## src/hw/rtl/rhn_pkg.sv

```systemverilog
// shared constants, request codes and the bin mapping for the rgb histogram normalizer
package rhn_pkg;

  localparam int unsigned MaxBinsDef   = 256;
  localparam int unsigned CountBitsDef = 20;
  localparam int unsigned ChanBits     = 8;
  localparam int unsigned HeightBits   = 10;
  localparam int unsigned CfgDataBits  = 10;
  localparam int unsigned NumChan      = 3;

  localparam logic [3:0] BinsLog2Min   = 4'd5;
  localparam logic [3:0] BinsLog2Max   = 4'd8;
  localparam logic [3:0] BinsLog2Reset = 4'd8;

  localparam logic [HeightBits-1:0] PlotHeightReset = 10'd400;

  // configuration register indexes
  localparam logic CfgBinsLog2   = 1'b0;
  localparam logic CfgPlotHeight = 1'b1;

  typedef enum logic [1:0] {
    ReqSample = 2'd0,
    ReqRead   = 2'd1,
    ReqClear  = 2'd2
  } req_e;

  // bin of an 8-bit channel value for 2^l bins
  function automatic logic [ChanBits-1:0] bin_of(input logic [ChanBits-1:0] v,
                                                 input logic [3:0] l);
    logic [3:0] sh;
    sh = 4'd8 - l;
    return v >> sh;
  endfunction

endpackage

```

## src/hw/rtl/rhn_divider.sv

```systemverilog
// iterative restoring divider, one quotient bit per cycle
module rhn_divider import rhn_pkg::*; #(
  parameter int unsigned DVD_BITS = CountBitsDef + HeightBits,
  parameter int unsigned DSR_BITS = CountBitsDef
) (
  input  logic                clk_i,
  input  logic                rst_ni,
  input  logic                start_i,
  input  logic [DVD_BITS-1:0] dividend_i,
  input  logic [DSR_BITS-1:0] divisor_i,
  output logic                done_o,
  output logic [DVD_BITS-1:0] quotient_o
);

  localparam int unsigned CntBits = $clog2(DVD_BITS + 1);

  logic                busy_q;
  logic                done_q;
  logic [CntBits-1:0]  cnt_q;
  logic [DVD_BITS-1:0] dvd_q;
  logic [DSR_BITS-1:0] dsr_q;
  logic [DSR_BITS-1:0] rem_q;

  logic [DSR_BITS:0]   rem_sh;
  logic [DSR_BITS:0]   rem_nx;
  logic                fits;

  always_comb begin
    rem_sh = {rem_q, dvd_q[DVD_BITS-1]};
    fits   = rem_sh >= {1'b0, dsr_q};
    rem_nx = fits ? (rem_sh - {1'b0, dsr_q}) : rem_sh;
  end

  always_ff @(posedge clk_i or negedge rst_ni) begin
    if (!rst_ni) begin
      busy_q <= 1'b0;
      done_q <= 1'b0;
      cnt_q  <= '0;
      dvd_q  <= '0;
      dsr_q  <= '0;
      rem_q  <= '0;
    end else begin
      done_q <= 1'b0;
      if (start_i) begin
        busy_q <= 1'b1;
        cnt_q  <= CntBits'(DVD_BITS);
        dvd_q  <= dividend_i;
        dsr_q  <= divisor_i;
        rem_q  <= '0;
      end else if (busy_q) begin
        // quotient bits shift in where dividend bits shift out
        dvd_q <= {dvd_q[DVD_BITS-2:0], fits};
        rem_q <= rem_nx[DSR_BITS-1:0];
        cnt_q <= cnt_q - 1'b1;
        if (cnt_q == CntBits'(1)) begin
          busy_q <= 1'b0;
          done_q <= 1'b1;
        end
      end
    end
  end

  assign done_o     = done_q;
  assign quotient_o = dvd_q;

endmodule
```

## config.mk

```make
export PLATFORM = sky130hd
export DESIGN_NAME = rhn_divider
export DESIGN_NICKNAME = d
export VERILOG_FILES = /design/src/hw/rtl/rhn_pkg.sv /design/src/hw/rtl/rhn_divider.sv
export SDC_FILE = /design/constraint.sdc
export NUM_CORES = 1
export LEC_CHECK = 0
export BUFFER_PORTS_ARGS = -buffer_cell sky130_fd_sc_hd__buf_2
export CAP_MARGIN = 0
export CORE_AREA = 2 2 94 96
export CTS_CLUSTER_DIAMETER = 80
export DETAILED_ROUTE_END_ITERATION = 7
export DIE_AREA = 0 0 96 98
export HOLD_SLACK_MARGIN = 0.06
export MAX_ROUTING_LAYER = met4
export PLACE_DENSITY = 0.79
export SLEW_MARGIN = 0
export SYNTH_ARGS = -nofsm -noshare
export SYNTH_HDL_FRONTEND = slang
export SYNTH_SLANG_ARGS = --single-unit
```

## constraint.sdc

```tcl
create_clock -name clk_i -period 2.9 [get_ports clk_i]
set_clock_uncertainty 0.05 [all_clocks]
set_input_delay 0.435 -clock clk_i [delete_from_list [all_inputs] [get_ports clk_i]]
set_output_delay 0.435 -clock clk_i [all_outputs]
set_load 0.01 [all_outputs]
```

# Word-level counts from Yosys, hierarchy flattened
# Index checks and enable logic that the tools add are counted.
# W data, S select, Z words.
op_classes:
  order_cmp: 1
  muxes: 13
  n_reduce_logical: 1
  eq_ne: 1
  addsub: 2
op_table:
  columns: ["op", "n"]
  rows:
  - ["$mux W20", 3]
  - ["$mux W30", 2]
  - ["$ge A21 B20 Y1", 1]
  - ["$sub A20 B20 Y20", 1]
  - ["$mux W5", 2]
  - ["$mux W1", 6]
  - ["$eq A5 B1 Y1 const B", 1]
  - ["$sub A5 B1 Y5 const B", 1]
  - ["$reduce_bool A2 Y1", 1]
totals:
  reg_bits: 77
  word_cells: 24

# Depth between registers and ports, before layout
# Gate-level depths: netlist of the first run.
depth:
  depth_word: 4
  mapped_depth: 11
  mapped_depth_nobuf: 10

# Worst setup path after synthesis of the first run
# No wires, ideal clock.
synth_timing:
  path_kind: "reg2reg"
  startpoint: "register dvd_q[29] (netlist: quotient_o[29])"
  endpoint: "register rem_q[18]"
  setup_ps: 99
  synth_period_minus_slack_ps: 2545
  arrival_ps: 2396
  setup_slack_ps: 355
  t_required_ps: 2751
  n_path_buf: 0
  stages_incl_launch_ff: 11
  path_cell_list: "dfrtp_1 -> inv_1 -> ha_1 -> fa_1 -> nor2b_4 -> o2111a_2 -> o21ai_2 -> a2111oi_1 -> or4_1 -> nand3_1 -> a311oi_1"
synth_between:
  elab_chain_cells: 4
synth_rtl:
  columns: ["item", "line", "source"]
  rows:
  - ["start, declared", "rhn_divider.sv:20", "logic [DVD_BITS-1:0] dvd_q;"]
  - ["start signal, assigned", "rhn_divider.sv:47", "dvd_q <= dividend_i;"]
  - ["start signal, assigned", "rhn_divider.sv:52", "dvd_q <= {dvd_q[DVD_BITS-2:0], fits};"]
  - ["$sub A20 B20 Y20 or $ge A21 B20 Y1 (tied branches)", "rhn_divider.sv:31, rhn_divider.sv:30", null]
  - ["$mux W20 *", "rhn_divider.sv:31", "rem_nx = fits ? (rem_sh - {1'b0, dsr_q}) : rem_sh;"]
  - ["$mux W20 *", "rhn_divider.sv:50", "end else if (busy_q) begin"]
  - ["$mux W20 *", "rhn_divider.sv:44", "if (start_i) begin"]
  - ["end signal, assigned", "rhn_divider.sv:53", "rem_q <= rem_nx[DSR_BITS-1:0];"]
  - ["end, declared", "rhn_divider.sv:22", "logic [DSR_BITS-1:0] rem_q;"]
# Mark *: on every way between the ends. The rest lies on a longest branch, timed or not. The select of a mux whose other input is x is not followed.
# A chain may end at the register's enable or synchronous reset.

# Worst setup path after layout of the first run
layout_timing:
  startpoint: "register dvd_q[29] (netlist: quotient_o[29])"
  endpoint: "register rem_q[14]"
# Same word-level chain as after synthesis.

==> impl_metrics.csv, run 1 <==
group,metric,value,unit
die,start_util,54.0,%
cts,ctsLongestPathBuffers,2,
worst_setup_path,start_kind,"flop",
cts,clkLatencyLatePin,0.36,ns
timing,fin_crit,2.69,ns
worst_setup_path,rr_worst_depth,10,
cells_and_area,antenna_cells,0,
outcome,status,"completed",
power_and_ir_drop,power.density,776,nW/um^2
global_route,antenna_found_initial,0,
routing,postRouteAntennaNets,0,
synth,yosysSeqAreaShare,42.2,%
synth,synth_nets,572,
routing,vias,3808,
global_route,grt_max_degree,78,
power_and_ir_drop,ir_drop,0.405,mV
timing,setup_viol,0,
cts,hold_buffers,0,
timing,hold_viol_final,0,
synth,synth.avg_cell_area,9.21,sq um
synth,synth_top_area_cell,"dfrtp_1",
worst_setup_path,cp.arrival,2.90,ns
worst_setup_path,critPathCaptureType,"flop",
cts,htreeDepth,3,
cells_and_area,drive_above_1_share,21.9,%
placed_design,place_inst,667,
synth,ys_types,60,
cells_and_area,layout.nets,646,
die,coreArea,8470,sq um
routing,drc,0,
routing,wl_per_cell,14.5,um
min_path,hold_path_class,"in -> async",
cells_and_area,stdcell_count,683,
cts,cts_buffers,9,
timing,period_share,92.7,%
worst_setup_path,path_max_fanout,5,
routing,via_per_inst,5.58,
timing,worst_slew_pin_slew,0.957,ns
synth,yosys_warnings,0,
cts,cts_root_buf,"clkbuf_8",
placed_design,dp_hpwl,6930,um
synth,synth_top_cells_by_area,"dfrtp_1, mux2i_1, o21ai_0",
timing,slew_headroom,36.2,%
worst_setup_path,crit_required,3.12,ns
global_route,grt_use_total,23.5,%
worst_setup_path,path_class,"reg -> reg",
timing,drv_slew,0,
routing,drt-pass1-iter-count,5,
placed_design,portBuffers,83,
die,io_pins,84,
cells_and_area,final_util,62.6,%
cts,clkTransAtPathRegs,0.08,ns
timing,fin_tns_setup,0,ns
synth,yosys_register_bits,77,
die,die-area,9410,sq um
global_route,grt_pass1_vias,3770,
synth,synth_top_area_share,42.2,%
timing,fmax,372,MHz
synth,syn_area,4570,sq um
cts,cts_setup_buffers,0,
synth,synth_cells,496,
cells_and_area,n_fill_cell,747,
synth,synth-main-ff-cell,"dfrtp_1",
job,maxCapViolCount,0,
die,die_w,96,um
global_route,gr-total-overflow,0,
cts,cts_resized,0,
synth,synthArstFlopShare,100,%
global_route,grt_pass1_wl,17100,um
routing,drtIter0Drc,232,
cts,cts_tree,"done",
cells_and_area,area_delta_synth_final,16.0,%
timing,rsz0062_at_grt,"no",
die,fp.dieH,98,um
cts,clock_sinks,77,
synth,synth_edf_count,0,
die,row_count,34,
placed_design,place_congestion,0.893,
power_and_ir_drop,leakage,0.00273,uW
routing,routed_wl,9900,um
==> path summary, 6_finish.rpt <==
path                                     start             end  slack, ns
min in group clk_i              dividend_i[18]  quotient_o[18]       0.22
worst min-delay path                    rst_ni       dsr_q[15]       0.13
max in group asynchronous               rst_ni          busy_q       1.97
worst min register to register        dsr_q[0]        dsr_q[0]       0.48
worst max-delay path            quotient_o[29]       rem_q[14]       0.21
worst max register to register  quotient_o[29]       rem_q[14]       0.21
==> critical path, cell delays in order (launching register included) <==
cell and delay (ns):
dfrtp_1 0.39, inv_1 0.06, ha_1 0.21, fa_1 0.44, nor2b_4 0.14, o2111a_2 0.22, o21ai_2 0.12, a211oi_1 0.32
nor3_1 0.08, or3_1 0.32, a311oi_2 0.24
==> sequential cells by signal, summed over array words and instances (netlist names) <==
register and flops:
busy_q 1, cnt_q 5, done_o 1, dsr_q 20, quotient_o 30, rem_q 20
==> per-stage QoR <==
step                area, sq um  hold WS (ns)  setup WS (ns)  total power [uW]
CTS                        5300         0.208          0.188              4120
detailed placement         5070         0.468          0.185              3190
floorplan                  4570        0.0894          0.355              2800
global route               5300         0.223         0.0153              4420
finish                     5300         0.126          0.212              4110
global placement           5070         0.447          0.274              3130
==> logic make-up after synthesis <==
kind of cell    count (synthesis)  synth area share, %
simple gates                  153                 15.5
fa+ha+maj                      23                 6.46
compound gates                132                 19.0
buf+inv                        57                 5.28
xor+xnor                       13                 2.49
mux                            41                 9.03
flops                          77                 42.2
==> cell usage after synthesis, types with 2 or more instances <==
cell and count:
a211oi_1 12, a21boi_0 2, a21o_1 6, a21oi_1 14, a21oi_2 2, a311oi_1 8
a311oi_2 3, a31oi_1 2, clkbuf_1 23, dfrtp_1 77, ha_1 22, inv_1 31
mux2_2 2, mux2i_1 39, nand2_1 76, nand2b_1 7, nand3_1 4, nand3_2 2
nor2_1 32, nor2b_1 3, nor3_1 11, o21a_1 3, o21ai_0 60, o21ai_1 3
o21bai_1 2, o31ai_1 2, or3_1 4, xnor2_1 9, xor2_1 4
==> cells in the final DEF, fill, tap and decap left out, types with 3 or more instances in the layout <==
| cell type | synthesis | final |
|---|---|---|
| buf_2 | 0 | 81 |
| nand2_1 | 76 | 76 |
| dfrtp_1 | 77 | 76 |
| o21ai_0 | 60 | 60 |
| mux2i_1 | 39 | 39 |
| nor2_1 | 32 | 32 |
| inv_1 | 31 | 31 |
| ha_1 | 22 | 22 |
| a21oi_1 | 14 | 14 |
| a211oi_1 | 12 | 12 |
| nor3_1 | 11 | 11 |
| xnor2_1 | 9 | 9 |
| clkbuf_8 | 0 | 9 |
| a311oi_1 | 8 | 8 |
| nand2b_1 | 7 | 7 |
| a21o_1 | 6 | 6 |
| buf_4 | 1 | 6 |
| nand3_1 | 4 | 4 |
| xor2_1 | 4 | 4 |
| or3_1 | 4 | 4 |
| nor2b_1 | 3 | 3 |
| o21ai_1 | 3 | 3 |
| o21a_1 | 3 | 3 |
| a311oi_2 | 3 | 3 |
==> routing by layer <==
| layer | track usage (%) | vias up | wire length [um] |
|---|---|---|---|
| met2 | 37.2 | 72 | 4970 |
| li1 | - | 1892 | - |
| met3 | 4.94 | 12 | 384 |
| met5 | - | - | 0 |
| met1 | 30.7 | 1832 | 4430 |
| met4 | 5.93 | 0 | 123 |
==> power breakdown <==
part / switching [uW] / internal (uW)
sequential: 138 / 1240
clock: 428 / 494
combinational: 1000 / 807
==> layout make-up <==
class | count | area (sq um) | area share [%]
inverter | 31 | 116 | 2.19
multi-input combinational | 362 | 2410 | 45.4
timing repair buffer | 89 | 490 | 9.25
tap | 108 | 135 | 2.55
clock buffer | 10 | 128 | 2.41
clock inverter | 6 | 96.3 | 1.82
sequential | 77 | 1930 | 36.4
No activity file was read; power rests on OpenSTA's default activity.
==> run 2, diff against run 1 <==
Settings changed: MAX_ROUTING_LAYER met4 to unset, SETUP_SLACK_MARGIN set to 0.4.
==> impl_metrics.csv, run 2 (same netlist as run 1, synthesis figures left out) <==
group,metric,value,unit
global_route,grt_pass1_vias,3812,
die,coreArea,8470,sq um
min_path,hold_path_class,"in -> reg",
cts,cts_buffers,9,
placed_design,dp_hpwl,6730,um
timing,period_share,88.1,%
timing,drv_slew,0,
power_and_ir_drop,p_comb_share,49.9,%
power_and_ir_drop,intPower,2680,uW
placed_design,portBuffers,83,
worst_setup_path,path_class,"reg -> reg",
routing,routed_wl,10500,um
global_route,grt_pass1_wl,17500,um
worst_setup_path,max_stage_delay,0.39,ns
outcome,status,"completed",
routing,drtIter0Drc,232,
worst_setup_path,reg2reg_slack,0.34,ns
worst_setup_path,cp_num_buf_inv,1,
worst_setup_path,path_max_fanout,5,
global_route,gr-total-overflow,0,
power_and_ir_drop,swShare,39.6,%
cells_and_area,drive_above_1_share,28.5,%
timing,fin_crit,2.56,ns
worst_setup_path,crit_family,"compound AO/OA/AOI/OAI gates",
timing,slew_headroom,51.5,%
cts,clock_sinks,77,
power_and_ir_drop,switchingPower,1750,uW
cells_and_area,layout.nets,660,
cts,cts_tree,"done",
routing,drc,0,
power_and_ir_drop,power.density,790,nW/um^2
cts,htreeDepth,3,
worst_setup_path,start_kind,"flop",
routing,wl_per_cell,15.0,um
worst_setup_path,path_cells,"inv_1 -> ha_2 -> fa_2 -> nor2b_4 -> o2111a_2 -> o21ai_4 -> a211oi_2 -> o21a_1 -> or3_4 -> a311oi_2",
worst_setup_path,cp.arrival,2.77,ns
power_and_ir_drop,power_frac_clock,18.7,%
worst_setup_path,critPathCaptureType,"flop",
cts,cts_root_buf,"clkbuf_8",
cells_and_area,largest_register_ffs,30,
timing,fmax,391,MHz
cts,ctsLongestPathBuffers,2,
routing,drt-pass1-iter-count,4,
die,fp.dieH,98,um
global_route,grt_max_degree,78,
job,maxCapViolCount,0,
cells_and_area,area_delta_synth_final,22.7,%
cts,clkLatencyLatePin,0.36,ns
global_route,grt_use_total,22.8,%
cells_and_area,mostFrequentLayoutCells,"buf_2, nand2_1, dfrtp_1",
timing,hold_viol_final,0,
cts,clkTransAtPathRegs,0.09,ns
worst_setup_path,crit_required,3.11,ns
cells_and_area,antenna_cells,0,
die,die-area,9410,sq um
routing,via_per_inst,5.65,
timing,fin_tns_setup,0,ns
die,die_w,96,um
power_and_ir_drop,leakage,0.00278,uW
global_route,antenna_found_initial,0,
timing,setup_viol,0,
worst_setup_path,worst_path_max_delay_cell,"dfrtp_1",
placed_design,place_congestion,0.864,
routing,vias,3939,
routing,postRouteAntennaNets,0,
cells_and_area,stdcell_area,5610,sq um
timing,worst_slew_pin_slew,0.727,ns
cells_and_area,layout_commonest_cell,"buf_2",
placed_design,place_area,5100,sq um
die,io_pins,84,
die,start_util,54.0,%
power_and_ir_drop,p_seq_share,31.4,%
power_and_ir_drop,ir_drop,0.438,mV
timing,rsz0062_at_grt,"yes",
die,row_count,34,
## run 2: cell count changes in the layout (fill, tap and decap cells not counted), moves of 4 or more
cell / previous run / this run
a211oi_1: 12 / 8
ha_2: 0 / 5
buf_4: 6 / 18
ha_1: 22 / 11
ha_4: 0 / 6
## run 2: worst min-delay path, stage by stage
cell and delay [ns]:
buf_2 0.07, nand2_1 0.04, o21ai_0 0.06
## run 2: what timing repair did
item                                   CTS  global route
setup endpoints to repair               16            18
buffers inserted                         1            10
gates resized for setup                 18            24
hold buffers                             1             0
pin swaps                                3            24
endpoints found under the hold margin   11             0
## run 2: layout make-up
cell class / count / area (sq um)
Fill cell: 671 / 2860
Tap cell: 108 / 135
Clock buffer: 10 / 128
Multi-Input combinational cell: 362 / 2630
Inverter: 31 / 120
Timing Repair Buffer: 103 / 602
Sequential cell: 77 / 1930
Clock inverter: 6 / 71.3
## run 2: stage by stage
| step | cells | util [%] | worst slack [ns] | hold slack (ns) | power [uW] |
|---|---|---|---|---|---|
| detailed placement | 669 | 60.2 | 0.230 | 0.437 | 3190 |
| global route | 697 | 66.3 | 0.240 | 0.225 | 4740 |
| finish | 697 | 66.3 | 0.344 | 0.229 | 4430 |
| global placement | 669 | 60.2 | 0.332 | 0.437 | 3140 |
| floorplan | 496 | - | 0.404 | 0.0894 | 2810 |
| CTS | 687 | 64.2 | 0.390 | 0.225 | 4150 |
## run 2: worst paths after layout
| check | startpoint | end | cells after the start |
|---|---|---|---|
| worst min register to register | busy_q | busy_q | 1 |
| worst max-delay path | quotient_o[29] | rem_q[14] | 10 |
| worst max register to register | quotient_o[29] | rem_q[14] | 10 |
| min in group asynchronous | rst_ni | rem_q[15] | 3 |
| worst min-delay path | dividend_i[19] | quotient_o[19] | 3 |
| max in group asynchronous | rst_ni | busy_q | 3 |
## run 2: power by group through the flow
stage	clock (uW)	combinational [uW]	sequential, uW
6_report	830	2210	1390
3_3_place_gp	0	1760	1380
3_5_place_dp	0	1800	1390
4_1_cts	840	1930	1390
5_1_grt	892	2430	1410
2_1_floorplan	0	1430	1380
## run 2: metal layers
| metal | wire, um | GRT usage (%) | vias to the layer above |
|---|---|---|---|
| li1 | - | - | 1918 |
| met4 | 179 | 8.24 | 0 |
| met5 | 0 | 0 | - |
| met2 | 5300 | 37.0 | 114 |
| met3 | 565 | 4.01 | 17 |
| met1 | 4410 | 30.6 | 1890 |
==> run 3, diff against run 2 <==
Settings changed: CELL_PAD_IN_SITES_DETAIL_PLACEMENT set to 1, CELL_PAD_IN_SITES_GLOBAL_PLACEMENT set to 1, CORE_AREA 2 2 94 96 to 2 2 107 109, DIE_AREA 0 0 96 98 to 0 0 109 111, PLACE_DENSITY 0.79 to unset, PLACE_DENSITY_LB_ADDON set to 0.1.
==> impl_metrics.csv, run 3 (same netlist as run 1, synthesis figures left out) <==
group,metric,value,unit
timing,timing.hold.ws,0.238,ns
global_route,grt_pass1_wl,19800,um
placed_design,preCtsSetupSlack,0.251,ns
routing,vias,3916,
worst_setup_path,worst_path_max_delay_cell,"dfrtp_1",
cells_and_area,n_fill_cell,1281,
power_and_ir_drop,intPower,2840,uW
cts,clock_sinks,77,
cells_and_area,multi_input_area,2670,sq um
worst_setup_path,path_max_fanout,5,
min_path,hold_depth,3,
routing,drt-pass1-iter-count,4,
routing,drc,0,
min_path,hold_path_class,"in -> reg",
power_and_ir_drop,power_frac_clock,22.3,%
die,fp.dieH,111,um
power_and_ir_drop,swShare,38.8,%
power_and_ir_drop,ir_drop,0.475,mV
timing,drv_slew,0,
die,die_w,109,um
cells_and_area,area_delta_synth_final,25.3,%
timing,fmax,399,MHz
worst_setup_path,crit_family,"compound AO/OA/AOI/OAI gates",
die,io_pins,84,
routing,via_per_inst,5.37,
global_route,grt_use_total,20.8,%
routing,postRouteAntennaNets,0,
timing,slew_headroom,58.8,%
timing,hold_viol_final,0,
cells_and_area,drive_above_1_share,28.3,%
cells_and_area,layout_commonest_cell,"buf_2",
cts,htreeDepth,3,
power_and_ir_drop,power.total,4640,uW
timing,fin_ws,0.393,ns
global_route,gr-total-overflow,0,
cts,clkLatencyLatePin,0.35,ns
routing,drtIter0Drc,145,
worst_setup_path,cp.arrival,2.71,ns
worst_setup_path,critPathCaptureType,"flop",
cts,cts_tree,"done",
worst_setup_path,path_class,"reg -> reg",
cells_and_area,ff_latch_area,1930,sq um
placed_design,portBuffers,83,
timing,fin_crit,2.51,ns
routing,wl_per_cell,16.3,um
routing,routed_wl,11900,um
timing,fin_tns_setup,0,ns
global_route,antenna_found_initial,0,
power_and_ir_drop,leakage,0.00281,uW
die,start_util,41.3,%
timing,worst_slew_pin_slew,0.617,ns
cells_and_area,antenna_cells,0,
timing,setup_viol,0,
worst_setup_path,start_kind,"flop",
timing,rsz0062_at_grt,"yes",
global_route,grt_max_degree,65,
power_and_ir_drop,p_comb_share,47.5,%
cts,clkTransAtPathRegs,0.06,ns
die,coreArea,11100,sq um
cts,cts_buffers,9,
worst_setup_path,crit_cells,10,
global_route,grt_pass1_vias,4101,
placed_design,dp_hpwl,7980,um
die,die-area,12100,sq um
job,maxCapViolCount,0,
cts,ctsLongestPathBuffers,2,
worst_setup_path,cp_num_buf_inv,1,
cells_and_area,layout.nets,658,
power_and_ir_drop,power.density,811,nW/um^2
die,row_count,39,
power_and_ir_drop,p_seq_share,30.2,%
cells_and_area,largest_register_ffs,30,
power_and_ir_drop,switchingPower,1800,uW
worst_setup_path,max_stage_delay,0.37,ns
cells_and_area,mostFrequentLayoutCells,"buf_2, nand2_1, dfrtp_1",
cts,cts_root_buf,"clkbuf_16",
worst_setup_path,rr_worst_depth,10,
worst_setup_path,path_cells,"inv_1 -> ha_2 -> fa_2 -> nor2b_4 -> o2111a_2 -> o21ai_4 -> a211oi_2 -> o21a_1 -> or3_4 -> a311oi_2",
outcome,status,"completed",
timing,period_share,86.4,%
worst_setup_path,crit_required,3.11,ns
placed_design,place_congestion,0.773,
## run 3: tightest hold or removal path, delay by kind of cell
family | cells | cell delay (ns)
buf+inv | 1 | 0.07
compound gates | 1 | 0.05
simple gates | 1 | 0.04
## run 3: worst paths after layout
path                                 from             end  slack (ns)
setup / recovery           quotient_o[29]       rem_q[14]        0.39
hold / removal             dividend_i[28]  quotient_o[28]        0.24
setup reg to reg           quotient_o[29]       rem_q[14]        0.39
hold reg to reg                    busy_q          busy_q        0.46
max in group asynchronous          rst_ni       dsr_q[10]        1.57
min in group asynchronous          rst_ni        rem_q[7]        0.54
## run 3: per-stage QoR
stage	instance area, sq um	std cells	utilization, %
3_5_place_dp	5140	706	46.4
6_report	5730	729	51.7
3_3_place_gp	5140	706	46.4
5_1_grt	5730	729	51.7
2_1_floorplan	4580	496	-
4_1_cts	5550	724	50.1
## run 3: routing by layer
layer  wire length [um]  share of wire (%)  GRT usage (%)  up-vias
li1                   -                  -              -     1917
met3                341                2.9           5.00       14
met5                  0                  0              0        -
met2               5950                 50           33.7       50
met4                182                1.5           5.90        0
met1               5410                 46           27.5     1935
## run 3: repair_timing
action                                  in CTS  in global routing
hold endpoints to repair                    35                  0
endpoints found under the setup margin      12                 18
pin swaps                                    4                 12
resized for setup                           19                 27
setup buffers                                2                  5
hold buffers                                 1                  0
## run 3: area by class of cell
| class | instances | share of cell area [%] |
|---|---|---|
| multi-input cells | 362 | 46.6 |
| flip-flops and latches | 77 | 33.7 |
| repair buffers | 101 | 10.0 |
| clock buffers | 11 | 4.06 |
| well taps | 143 | 3.12 |
| inverters | 31 | 2.03 |
| clock inverters | 4 | 0.459 |
## run 3: power groups by stage
stage | combinational, uW | sequential [uW] | clock [uW]
finish | 2210 | 1400 | 1030
global route | 2450 | 1420 | 1110
CTS | 2030 | 1390 | 1060
detailed placement | 1870 | 1400 | 0
global placement | 1830 | 1390 | 0
floorplan | 1430 | 1380 | 0
